--- config.mk ---
export PLATFORM = sky130hd
export DESIGN_NAME = sdtq_cell
export DESIGN_NICKNAME = d
export VERILOG_FILES = /design/src/rtl/sorted_deadline_timer_queue_top_assert.svh /design/src/rtl/sdtq_pkg.sv /design/src/rtl/sdtq_cell.sv
export SDC_FILE = /design/constraint.sdc
export NUM_CORES = 1
export LEC_CHECK = 0
export ABC_AREA = 1
export BUFFER_PORTS_ARGS = -buffer_cell sky130_fd_sc_hd__buf_2
export CORE_AREA = 2 2 183 131
export CTS_CLUSTER_SIZE = 30
export DETAILED_ROUTE_END_ITERATION = 6
export DIE_AREA = 0 0 185 133
export GPL_ROUTABILITY_DRIVEN = 0
export PLACE_DENSITY = 0.68
export SLEW_MARGIN = 20
export SYNTH_ARGS = -nofsm -noshare
export SYNTH_HDL_FRONTEND = slang
export SYNTH_SLANG_ARGS = --single-unit
--- constraint.sdc ---
create_clock -name clk -period 6.25 [get_ports clk]
set_input_delay 0.625 -clock clk [delete_from_list [all_inputs] [get_ports clk]]
set_output_delay 0.625 -clock clk [all_outputs]
set_load 0.1 [all_outputs]
--- src/rtl/sorted_deadline_timer_queue_top_assert.svh ---
// assertion macros for the sorted deadline timer queue
`ifndef SORTED_DEADLINE_TIMER_QUEUE_TOP_ASSERT_SVH
`define SORTED_DEADLINE_TIMER_QUEUE_TOP_ASSERT_SVH

// same-cycle implication, reset masks the check
`define SDTQ_ASSERT_IMP(lbl, clk, rst_n, ante, cons, msg) \
  lbl: assert property (@(posedge clk) disable iff (!rst_n) (ante) |-> (cons)) \
    else $error(msg);

// next-cycle implication, reset masks the check
`define SDTQ_ASSERT_NXT(lbl, clk, rst_n, ante, cons, msg) \
  lbl: assert property (@(posedge clk) disable iff (!rst_n) (ante) |=> (cons)) \
    else $error(msg);

`endif

--- src/rtl/sdtq_pkg.sv ---
// shared constants, types and helpers of the sorted deadline timer queue
`default_nettype none
package sdtq_pkg;

  localparam int unsigned QD_DEPTH_DEF = 16;
  localparam int unsigned MAX_RESULTS  = 16;
  localparam int unsigned POP_W        = $clog2(MAX_RESULTS);
  localparam int unsigned TIME_W       = 32;
  localparam int unsigned TOUT_W       = 24;
  localparam int unsigned TAG_W        = 16;

  localparam logic FUNC_ADD     = 1'b0;
  localparam logic FUNC_TICK    = 1'b1;
  localparam logic KIND_STATUS  = 1'b0;
  localparam logic KIND_EXPIRED = 1'b1;
  localparam logic STATUS_OK    = 1'b0;
  localparam logic STATUS_FULL  = 1'b1;

  typedef enum logic {
    ST_IDLE,
    ST_POP
  } state_t;

  // one stored event
  typedef struct packed {
    logic [TIME_W-1:0] dl;
    logic [TAG_W-1:0]  tag;
  } ent_t;

  // insert wave passed from cell to cell
  typedef struct packed {
    logic              vld;
    logic              shift;
    logic [TIME_W-1:0] dl;
    logic [TAG_W-1:0]  tag;
  } carry_t;

  // deadline at or before t, signed distance
  function automatic logic is_due(input logic [TIME_W-1:0] dl, input logic [TIME_W-1:0] t);
    logic [TIME_W-1:0] d;
    d = dl - t;
    return (d == '0) || d[TIME_W-1];
  endfunction

endpackage
`default_nettype wire

--- src/rtl/sdtq_cell.sv ---
// one queue cell: holds an event, takes part in insert waves and head pops
`default_nettype none
module sdtq_cell import sdtq_pkg::*; #(
  parameter int unsigned IDX   = 0,
  parameter int unsigned CNT_W = 5
) (
  input  logic              clk,
  input  logic              rst_n,
  input  logic [TIME_W-1:0] now,
  input  logic [CNT_W-1:0]  count,
  input  logic              pop,
  input  carry_t            carry_in,
  input  ent_t              ent_next,
  output carry_t            carry_out,
  output ent_t              ent_out,
  output logic              fill
);

  localparam logic [CNT_W-1:0] IDX_C = CNT_W'(IDX);

  ent_t              ent_r, ent_nxt;
  carry_t            carry_r, carry_nxt;
  logic              occupied;
  logic [TIME_W-1:0] ent_dist;
  logic [TIME_W-1:0] car_dist;

  assign occupied = IDX_C < count;
  assign ent_dist = ent_r.dl - now;
  assign car_dist = carry_in.dl - now;

  always_comb begin
    ent_nxt   = ent_r;
    carry_nxt = '0;
    fill      = 1'b0;
    if (pop) begin
      ent_nxt = ent_next;
    end else if (carry_in.vld) begin
      if (!occupied) begin
        // first free cell, wave ends here
        ent_nxt = '{dl: carry_in.dl, tag: carry_in.tag};
        fill    = 1'b1;
      end else if (carry_in.shift || ent_dist > car_dist) begin
        // take the incoming event, push ours down the row
        ent_nxt   = '{dl: carry_in.dl, tag: carry_in.tag};
        carry_nxt = '{vld: 1'b1, shift: 1'b1, dl: ent_r.dl, tag: ent_r.tag};
      end else begin
        carry_nxt = carry_in;
      end
    end
  end

  always_ff @(posedge clk) begin
    ent_r <= ent_nxt;
  end

  always_ff @(posedge clk) begin
    if (!rst_n) begin
      carry_r.vld <= 1'b0;
    end else begin
      carry_r <= carry_nxt;
    end
  end

  assign carry_out = carry_r;
  assign ent_out   = ent_r;

endmodule
`default_nettype wire

* Word-level counts from Yosys, hierarchy flattened
Cells that the tools add are included.
** Cells by class
- Add/subtract/negate cells :: 2
- Mux-type cells :: 8
- Equal/unequal tests :: 1
- Bitwise gates (word level) :: 3
- Magnitude comparators :: 2
- Reductions and logical operators :: 5
** Operators by type and width (number)
- $mux 48 :: 4
- $sub 32x32->32 :: 2
- $mux 49 :: 1
- $gt 32x32->1 :: 1
- $lt 1x5->1 const A :: 1
- $reduce_or 4->1 :: 1
- $mux 1 :: 3
- $ne 3x2->1 const B :: 1
- $not 1->1 :: 3
- $reduce_or 3->1 :: 1
- $reduce_and 2->1 :: 1
- $reduce_bool 2->1 :: 1
- $logic_or 1x1->1 :: 1
** Storage, ports and cells
- Output and inout port bits :: 99
- Word-level logic and storage cells :: 27
- Register bits :: 98

* Logic depth before layout (Yosys ltp)
Gate-level depths: netlist of the first run.
- Word-level depth :: 7
- Gate-level depth with buffers :: 28
- Depth with buffers taken out :: 27

* Worst setup path after synthesis of the first run
OpenSTA, ideal clock, no wires.
- Path kind :: register -> register
- Start :: reg ent_r (netlist bit ent_out[16])
- End :: reg ent_r (netlist bit ent_out[0]) (enable)
- Stages on the path, launching flop included :: 28
- Period minus slack after synthesis :: 4980 ps
- Setup slack :: 1270 ps
- Data arrival time :: 4577 ps
- Library setup time :: 402 ps
- Cell sequence :: edfxtp_1 > inv_1 > ha_1 > inv_1 > fa_1 > nand2_1 > inv_1 > nand2_1 > nand2_1 > nand2_1 > nand2_1 > a21oi_1 > o21bai_1 > nand2_1 > nand2_1 > nand2_1 > nand2_1 > ha_1 > nand2_1 > nor3_2 > and3_1 > nand2_1 > nand2_1 > nand2_2 > buf_2 > nand3_1 > o21ai_0 > inv_1
** On the way
- Word-level cells in the longest chain between the ends :: 5
** RTL lines
- from (decl) :: RTL line sdtq_cell.sv:21 : ent_t ent_r, ent_nxt;
- from (signal assigned) :: RTL line sdtq_cell.sv:53 : ent_r <= ent_nxt;
- $sub 32x32->32 :: RTL line sdtq_cell.sv:28 : assign ent_dist = ent_r.dl - now;
- $gt 32x32->1 :: RTL line sdtq_cell.sv:42 : end else if (carry_in.shift || ent_dist > car_dist) begin
- $logic_or 1x1->1 :: RTL line sdtq_cell.sv:42
- $ne 3x2->1 (no line)
- $reduce_and 2->1 (no line)
Every way passes these cells.
A chain may end at the register's enable or synchronous reset.

* Final worst setup path of the first run
- Start :: reg ent_r (netlist bit ent_out[16])
- End :: reg carry_r (netlist bit carry_out[25]), data pin
** On the way
- Word-level cells in the longest chain between the ends :: 4
** RTL lines
- $sub 32x32->32 :: RTL line sdtq_cell.sv:28
- $gt 32x32->1 :: RTL line sdtq_cell.sv:42
- $logic_or 1x1->1 :: RTL line sdtq_cell.sv:42
- $mux 49 :: RTL line sdtq_cell.sv:42
- to (signal assigned) :: RTL line sdtq_cell.sv:60 : carry_r <= carry_nxt;
- to (decl) :: RTL line sdtq_cell.sv:22 : carry_t carry_r, carry_nxt;
Every way passes these cells.

==> qor.yml, run 1 <==
final_layout:
  n_antenna_cell: 0
  area_growth_pct: 19.83
  fin_nets: 1682
  layout_commonest_cell: "nand2_1"
  finish.utilization: 0.4691
  final_cell_mix: "nand2_1, buf_2, inv_1"
  drive_gt1_frac: 0.1921
clock_tree:
  cts_sinks: 98
  post_cts_buffers: 0
  cts_hold_buf: 0
  cts_tree: "yes"
  cts_root_buffer: "clkbuf_16"
  cts_max_level: 3
  clk_pin_slew_ns: 0.07
  clockBufferDepth: 2
  clk_latency_ns: 0.35
  cts_resized: 0
  cts_buffers: 9
global_route:
  grt_max_degree: 99
  grt.total_usage: 0.2425
  antenna_found_initial: 0
  grt_pass1_vias: 8679
  globalRouteOverflowTotal: 0
  grt_pass1_wl_um: 46710
critical_path:
  cp.arrival_ns: 5.02
  crit_required_ns: 6.35
  critical_path_class: "reg2reg"
  slowest_stage: "buf_4"
  path_max_fanout: 73
  endpoint_kind: "flip-flop"
  crit_top_cell: "nand2_1"
  startpoint_type: "flip-flop"
  cpPeakStageDelay_ns: 0.69
synthesis:
  synth_area_sq_um: 9024
  synth_seq_cells: 98
  ys.flop_type: "edfxtp_1"
  yosysUniqueCellTypes: 34
  seq_area_frac_synth: 0.3250
  synth-edff-count: 97
  yosysWarnings: 0
  async_flop_share: 0
  synth_fp_nets: 1464
  synthCells: 1230
  syn_area_per_cell_sq_um: 7.336
detailed_routing:
  dr_wl_met2_um: 12560
  vias: 9380
  drc: 0
  wl_met3_um: 3070
  wirelength_met1_um: 13990
  routedWlPerCell_um: 17.05
  antenna_left: 0
  viasPerCell: 5.299
  totalWireLength_um: 30180
  dr.pass1.iters: 6
  dr.max_layer_used: "met4"
  first_iter_violations: 878
power_and_ir_drop:
  switchingPower_mw: 1.722
  clockPowerShare: 0.175
  pwr-share-comb: 0.562
  intPower_mw: 1.671
  seqPwrFrac: 0.263
  ir_drop_mv: 0.2471
  powerDensity_nw_per_um2: 313.8
  switching_share: 0.5076
  leakage_nw: 5.253
  power_mw: 3.393
timing:
  fin_skew_ns: 0.01301
  setup_slack_ns: 1.327
  relSlewSlack: 0.3943
  finalSetupTns_ns: 0
  finalSetupViolCount: 0
  post-route-period-util: 0.7876
  timing_hold_violations_final: 0
  period_minus_slack_ns: 4.923
  drv_slew: 0
  rsz0062_at_grt: "no"
  fmax_mhz: 203.1
  worst_slew_pin_slew_ns: 0.9086
floorplan:
  die_w_um: 185
  die_height_um: 133
  rows: 47
  ios: 237
  coreArea_sq_um: 23050
  initial_core_util: 0.3914
  dieArea_sq_um: 24610
place:
  dp_hpwl_um: 24110
  portBuffers: 236
  dp_slack_ns: 1.160
flow_run:
  max-cap-violations: 0
min_path:
  hold_class: "in2reg"
run_status:
  run_status: "complete, no violations"
[final timing paths]
path                startpoint             to  slack, ns  depth (start not counted)
hold / removal    ent_next[39]    ent_out[39]       0.55                          3
setup reg to reg   ent_out[16]  carry_out[25]       1.33                         26
setup / recovery   ent_out[16]  carry_out[25]       1.33                         26
hold reg to reg    ent_out[14]  carry_out[14]       0.59                          2
[synthesized netlist by cell type, types with 2 or more instances]
master | count | area [sq um]
nand2_1 | 283 | 1062
inv_1 | 144 | 540.5
a21oi_1 | 130 | 650.6
nor2_1 | 124 | 465.5
edfxtp_1 | 97 | 2913
ha_1 | 94 | 1176
o21ai_0 | 93 | 465.5
nand3_1 | 79 | 395.4
xor2_1 | 25 | 219.0
xnor2_1 | 22 | 192.7
a21oi_2 | 19 | 166.4
clkbuf_1 | 17 | 63.81
nor3_1 | 16 | 80.08
buf_2 | 10 | 50.05
o21a_1 | 10 | 75.07
o21bai_1 | 10 | 75.07
a21o_1 | 9 | 67.56
buf_1 | 6 | 22.52
nand4_1 | 6 | 37.54
o211ai_1 | 6 | 45.04
nand3b_1 | 4 | 30.03
o2111ai_1 | 4 | 35.03
o21ai_1 | 4 | 20.02
buf_6 | 3 | 33.78
a21boi_0 | 2 | 15.01
a21boi_1 | 2 | 15.01
a31oi_1 | 2 | 12.51
and3_1 | 2 | 12.51
fa_1 | 2 | 40.04
[worst max-delay path: cells and delay by family, from the launching register on]
family | cells | cell delay, ns
adder cells (fa/ha/maj) | 3 | 0.78
flip-flops | 1 | 0.45
AND/OR/NAND/NOR | 17 | 1.89
AO/OA/AOI/OAI | 2 | 0.54
buffers and inverters | 4 | 0.90
[state kept, by name, summed over array words and instances, names as in the netlist]
| register | cells |
|---|---|
| carry_out | 50 |
| ent_out | 48 |
[cell families after synthesis]
group           Yosys count  synth area share
buf+inv                 181           0.07917
simple gates            517            0.2334
xor+xnor                 47           0.04562
compound gates          291            0.1821
fa+ha+maj                96            0.1348
flops                    98            0.3250
[per-layer routing]
layer / vias up / track usage
met4: 0 / 0.05600
li1: 4599 / -
met2: 509 / 0.3591
met1: 4240 / 0.3555
met5: - / 0
met3: 32 / 0.05780
[power by group through the flow]
stage / Sequential [mW] / Combinational (mW) / Clock [mW]
6_report: 0.892 / 1.91 / 0.594
5_1_grt: 0.900 / 2.08 / 0.631
4_1_cts: 0.892 / 1.89 / 0.607
3_5_place_dp: 0.905 / 1.88 / 0
3_3_place_gp: 0.905 / 1.85 / 0
2_1_floorplan: 1.45 / 0.944 / 0
[through the flow]
step / cell area, sq um / instances / hold WS [ns]
finish: 10810 / 1770 / 0.5508
global route: 10810 / 1770 / 0.5384
CTS: 10810 / 1770 / 0.5374
detailed placement: 10500 / 1755 / 0.5770
global placement: 10500 / 1755 / 0.5653
floorplan: 9024 / 1230 / 0.7372
[layout make-up]
class                   count  area [sq um]
multi-input cells         951          5381
well taps                 318         397.9
inverters                 145         545.5
clock buffers              10         229.0
repair buffers            243          1246
flip-flops and latches     98          2933
clock inverters             5         80.08
fillers                  2392         12240
(Power assumes the default switching activity.)
==> inputs of run 2 (changes only) <==
==> constraint.sdc (replaced) <==
create_clock -name clk -period 4.9 [get_ports clk]
set_input_delay 0.49 -clock clk [delete_from_list [all_inputs] [get_ports clk]]
set_output_delay 0.49 -clock clk [all_outputs]
set_load 0.1 [all_outputs]
==> qor.yml, run 2 (synthesized netlist as in run 1, its figures left out) <==
run_status:
  run_status: "complete, no violations"
final_layout:
  fin_nets: 1690
  largest_register_ffs: 50
  drive_gt1_frac: 0.1973
  stdcell_area_sq_um: 10900
  layout_commonest_cell: "nand2_1"
  n_antenna_cell: 0
  final_cell_mix: "nand2_1, buf_2, inv_1"
  fin_cells: 1778
  fillers: 2368
  area_growth_pct: 20.80
place:
  dp_slack_ns: 0.3810
  placedCellCount: 1763
  dp_hpwl_um: 24210
  placed_area_sq_um: 10570
  portBuffers: 236
critical_path:
  slowest_stage: "edfxtp_1"
  rrSetupSlack_ns: 0.55
  cp.arrival_ns: 4.38
  worst-path-buf-inv: 7
  crit_top_cell: "nand2_1"
  path_max_fanout: 18
  timing.rr.end: "ent_out[20]"
  cpPeakStageDelay_ns: 0.45
  cpLargestDelayFamily: "simple AND/OR/NAND/NOR gates"
  rr_worst_depth: 28
  critical_path_class: "reg2reg"
  endpoint_kind: "flip-flop"
  regToRegStartpoint: "ent_out[16]"
  crit_required_ns: 4.93
  startpoint_type: "flip-flop"
  crit_path_start: "ent_out[16]"
global_route:
  grt_max_degree: 98
  grt_pass1_vias: 8777
  antenna_found_initial: 1
  globalRouteOverflowTotal: 0
  grt.total_usage: 0.2401
  grt_pass1_wl_um: 46290
detailed_routing:
  antenna_left: 0
  vias: 9423
  first_iter_violations: 991
  routedWlPerCell_um: 16.75
  totalWireLength_um: 29780
  viasPerCell: 5.300
  drc: 0
  dr.pass1.iters: 5
clock_tree:
  cts_root_buffer: "clkbuf_16"
  cts_resized: 0
  cts_buffers: 9
  cts_max_level: 3
  post_cts_buffers: 0
  clk_latency_ns: 0.35
  cts_sinks: 98
  cts_hold_buf: 0
  clockBufferDepth: 2
  clk_pin_slew_ns: 0.07
  cts_tree: "yes"
timing:
  timing_hold_violations_final: 0
  drv_slew: 0
  setup_slack_ns: 0.5504
  fmax_mhz: 229.9
  rsz0062_at_grt: "no"
  period_minus_slack_ns: 4.350
  hold-worst-slack_ns: 0.4137
  finalSetupViolCount: 0
  post-route-period-util: 0.8877
  finalSetupTns_ns: 0
  relSlewSlack: 0.4046
  fin_skew_ns: 0.01211
  worst_slew_pin_slew_ns: 0.8932
min_path:
  hold_end: "ent_out[44]"
  hold_class: "in2reg"
  min_path_cells: 3
  holdCritStartpoint: "ent_next[44]"
floorplan:
  die_height_um: 133
  ios: 237
  dieArea_sq_um: 24610
  rows: 47
  coreArea_sq_um: 23050
  initial_core_util: 0.3914
  die_w_um: 185
power_and_ir_drop:
  powerDensity_nw_per_um2: 404.0
  leakage_nw: 5.303
  ir_drop_mv: 0.3461
flow_run:
  max-cap-violations: 0
## run 2: cell count changes in the layout (fill, tap and decap cells not counted), sizes merged
cell	previous run	this run
buf	243	251
bufinv	2	3
inv	144	143
## run 2: worst max path at each step
stage,endpoint,slack [ns],cells past startpoint
detailed placement,ent_out[24],0.38,26
finish,ent_out[20],0.55,28
CTS,ent_out[20],0.61,28
global route,ent_out[20],0.18,29
floorplan,ent_out[0],0.04,26
global placement,ent_out[24],0.47,26
## run 2: worst reg2reg max path: cells and delay by family, from the launching register on
| kind | cells | cell delay, ns |
|---|---|---|
| buffers and inverters | 7 | 0.89 |
| and+or+nand+nor | 15 | 1.35 |
| DFF | 1 | 0.45 |
| adders and majority gates | 3 | 0.82 |
| AOI/OAI and AO/OA | 3 | 0.50 |
## run 2: metrics by stage
step	total power, mW	utilization
3_3_place_gp	3.552	0.4584
3_5_place_dp	3.587	0.4584
5_1_grt	4.671	0.4729
4_1_cts	4.402	0.4729
2_1_floorplan	3.057	-
6_report	4.404	0.4729
## run 2: area by class of cell
cell class	count	area, sq um	share of cell area
clock buffer	10	229.0	0.02101
clock inverter	5	103.9	0.009527
inverter	145	549.3	0.05039
multi-input combinational	951	5381	0.4937
sequential	98	2933	0.2691
tap	318	397.9	0.03650
timing repair buffer	251	1306	0.1198
## run 2: report_power, final
group	internal, mW	leakage, nW	switching [mW]	total [mW]
logic	0.652	4.15	1.81	2.46
clock network	0.496	0.163	0.308	0.804
registers	1.06	0.994	0.0777	1.14
## run 2: metal layers
metal | up-vias | GRT usage | share of wire
li1 | 4612 | - | -
met5 | - | 0 | 0.00044
met1 | 4257 | 0.3446 | 0.45
met3 | 41 | 0.06303 | 0.11
met2 | 511 | 0.3548 | 0.41
met4 | 2 | 0.06614 | 0.024
==> inputs of run 3 (changes only) <==
--- a/config.mk
+++ b/config.mk
@@ -7,10 +7,10 @@
 export LEC_CHECK = 0
 export ABC_AREA = 1
 export BUFFER_PORTS_ARGS = -buffer_cell sky130_fd_sc_hd__buf_2
-export CORE_AREA = 2 2 183 131
+export CORE_AREA = 2 2 216 112
 export CTS_CLUSTER_SIZE = 30
 export DETAILED_ROUTE_END_ITERATION = 6
-export DIE_AREA = 0 0 185 133
+export DIE_AREA = 0 0 218 114
 export GPL_ROUTABILITY_DRIVEN = 0
 export PLACE_DENSITY = 0.68
 export SLEW_MARGIN = 20
==> qor.yml, run 3 (synthesized netlist as in run 1, its figures left out) <==
run_status:
  run_status: "complete, no violations"
detailed_routing:
  totalWireLength_um: 32570
  drc: 0
  first_iter_violations: 1257
  viasPerCell: 5.393
  antenna_left: 0
  routedWlPerCell_um: 18.30
  vias: 9599
  dr.pass1.iters: 5
critical_path:
  worst-path-buf-inv: 5
  slowest_stage: "edfxtp_1"
  rrSetupSlack_ns: 0.50
  regToRegStartpoint: "ent_out[16]"
  cpLargestDelayFamily: "simple AND/OR/NAND/NOR gates"
  cp.arrival_ns: 4.53
  endpoint_kind: "flip-flop"
  cpPeakStageDelay_ns: 0.44
  rr_worst_depth: 26
  crit_top_cell: "nand2_1"
  path_max_fanout: 13
  timing.rr.end: "ent_out[46]"
  crit_required_ns: 5.03
  critical_path_class: "reg2reg"
  startpoint_type: "flip-flop"
timing:
  rsz0062_at_grt: "no"
  setup_slack_ns: 0.5022
  relSlewSlack: 0.3929
  finalSetupViolCount: 0
  drv_slew: 0
  worst_slew_pin_slew_ns: 0.9106
  fin_skew_ns: 0.01235
  period_minus_slack_ns: 4.398
  timing_hold_violations_final: 0
  fmax_mhz: 227.4
  finalSetupTns_ns: 0
  hold-worst-slack_ns: 0.3947
  post-route-period-util: 0.8975
clock_tree:
  cts_max_level: 3
  cts_buffers: 9
  cts_root_buffer: "clkbuf_16"
  clk_pin_slew_ns: 0.08
  cts_sinks: 98
  clockBufferDepth: 2
  cts_hold_buf: 0
  cts_tree: "yes"
  clk_latency_ns: 0.37
place:
  placed_area_sq_um: 10610
  portBuffers: 236
  dp_hpwl_um: 26490
  dp_slack_ns: 0.2658
  placedCellCount: 1761
power_and_ir_drop:
  power_mw: 4.379
  powerDensity_nw_per_um2: 401.5
  ir_drop_mv: 0.3117
  leakage_nw: 5.302
final_layout:
  largest_register_ffs: 50
  stdcell_area_sq_um: 10910
  seq_area_sq_um: 2933
  fillers: 2326
  finish.utilization: 0.4697
  multi_input_area_sq_um: 5385
  area_growth_pct: 20.88
  layout_commonest_cell: "nand2_1"
  final_cell_mix: "nand2_1, buf_2, inv_1"
  fin_nets: 1693
  drive_gt1_frac: 0.2001
  fin_cells: 1780
floorplan:
  ios: 237
  dieArea_sq_um: 24850
  coreArea_sq_um: 23220
  initial_core_util: 0.3886
  rows: 40
  die_w_um: 218
  die_height_um: 114
global_route:
  antenna_found_initial: 3
  grt.total_usage: 0.2609
  grt_pass1_wl_um: 49100
  grt_pass1_vias: 8697
  grt_max_degree: 98
  globalRouteOverflowTotal: 0
min_path:
  hold_end: "ent_out[40]"
  holdCritStartpoint: "ent_next[40]"
  min_path_cells: 3
  hold_class: "in2reg"
flow_run:
  max-cap-violations: 0
-- run 3: cell count changes in the layout (fill, tap and decap cells not counted) --
| cell | previous run | this run |
|---|---|---|
| inv_8 | 0 | 1 |
| diode_2 | 0 | 1 |
| a21oi_2 | 19 | 20 |
| bufinv_16 | 3 | 0 |
| clkinvlp_4 | 1 | 3 |
| clkinv_4 | 1 | 0 |
| buf_12 | 1 | 4 |
| inv_6 | 0 | 2 |
| a21oi_1 | 130 | 129 |
-- run 3: layout make-up --
type                            count  share of cell area
Tap cell                          315             0.03613
Clock inverter                      6            0.004473
Inverter                          145             0.05036
Multi-Input combinational cell    951              0.4937
Clock buffer                       10             0.02099
Timing Repair Buffer              254              0.1253
Sequential cell                    98              0.2689
Antenna cell                        1           0.0002294
-- run 3: metal layers --
metal  vias up  wire length [um]  track usage
met5         -                27            0
met4         4               476      0.05306
met3        35              4426       0.1032
met2       555             12310       0.3433
met1      4386             15330       0.3928
li1       4619                 -            -
-- run 3: power by group --
part	total, mW	leakage [nW]	internal (mW)	switching, mW
logic	2.55	4.18	0.673	1.87
registers	1.14	0.994	1.06	0.0806
clock network	0.693	0.131	0.351	0.342
-- run 3: repair_timing --
action                                  CTS  global route
setup buffers                             0             2
endpoints found under the setup margin    0            44
gates resized for setup                   0             1
hold endpoints to repair                  0             0
-- run 3: how the worst max path moves through the flow --
stage	endpoint	slack [ns]	from	depth (start not counted)
2_1_floorplan	ent_out[0]	0.04	ent_out[16]	26
3_3_place_gp	ent_out[24]	0.39	carry_in[16]	25
3_5_place_dp	ent_out[37]	0.27	carry_in[16]	25
4_1_cts	ent_out[47]	0.40	ent_out[16]	26
5_1_grt	ent_out[28]	0.04	ent_out[16]	26
6_report	ent_out[46]	0.50	ent_out[16]	26
-- run 3: worst min-delay path, stage by stage --
cell and delay [ns]:
buf_2 0.07, nand2_1 0.04, o21ai_0 0.06
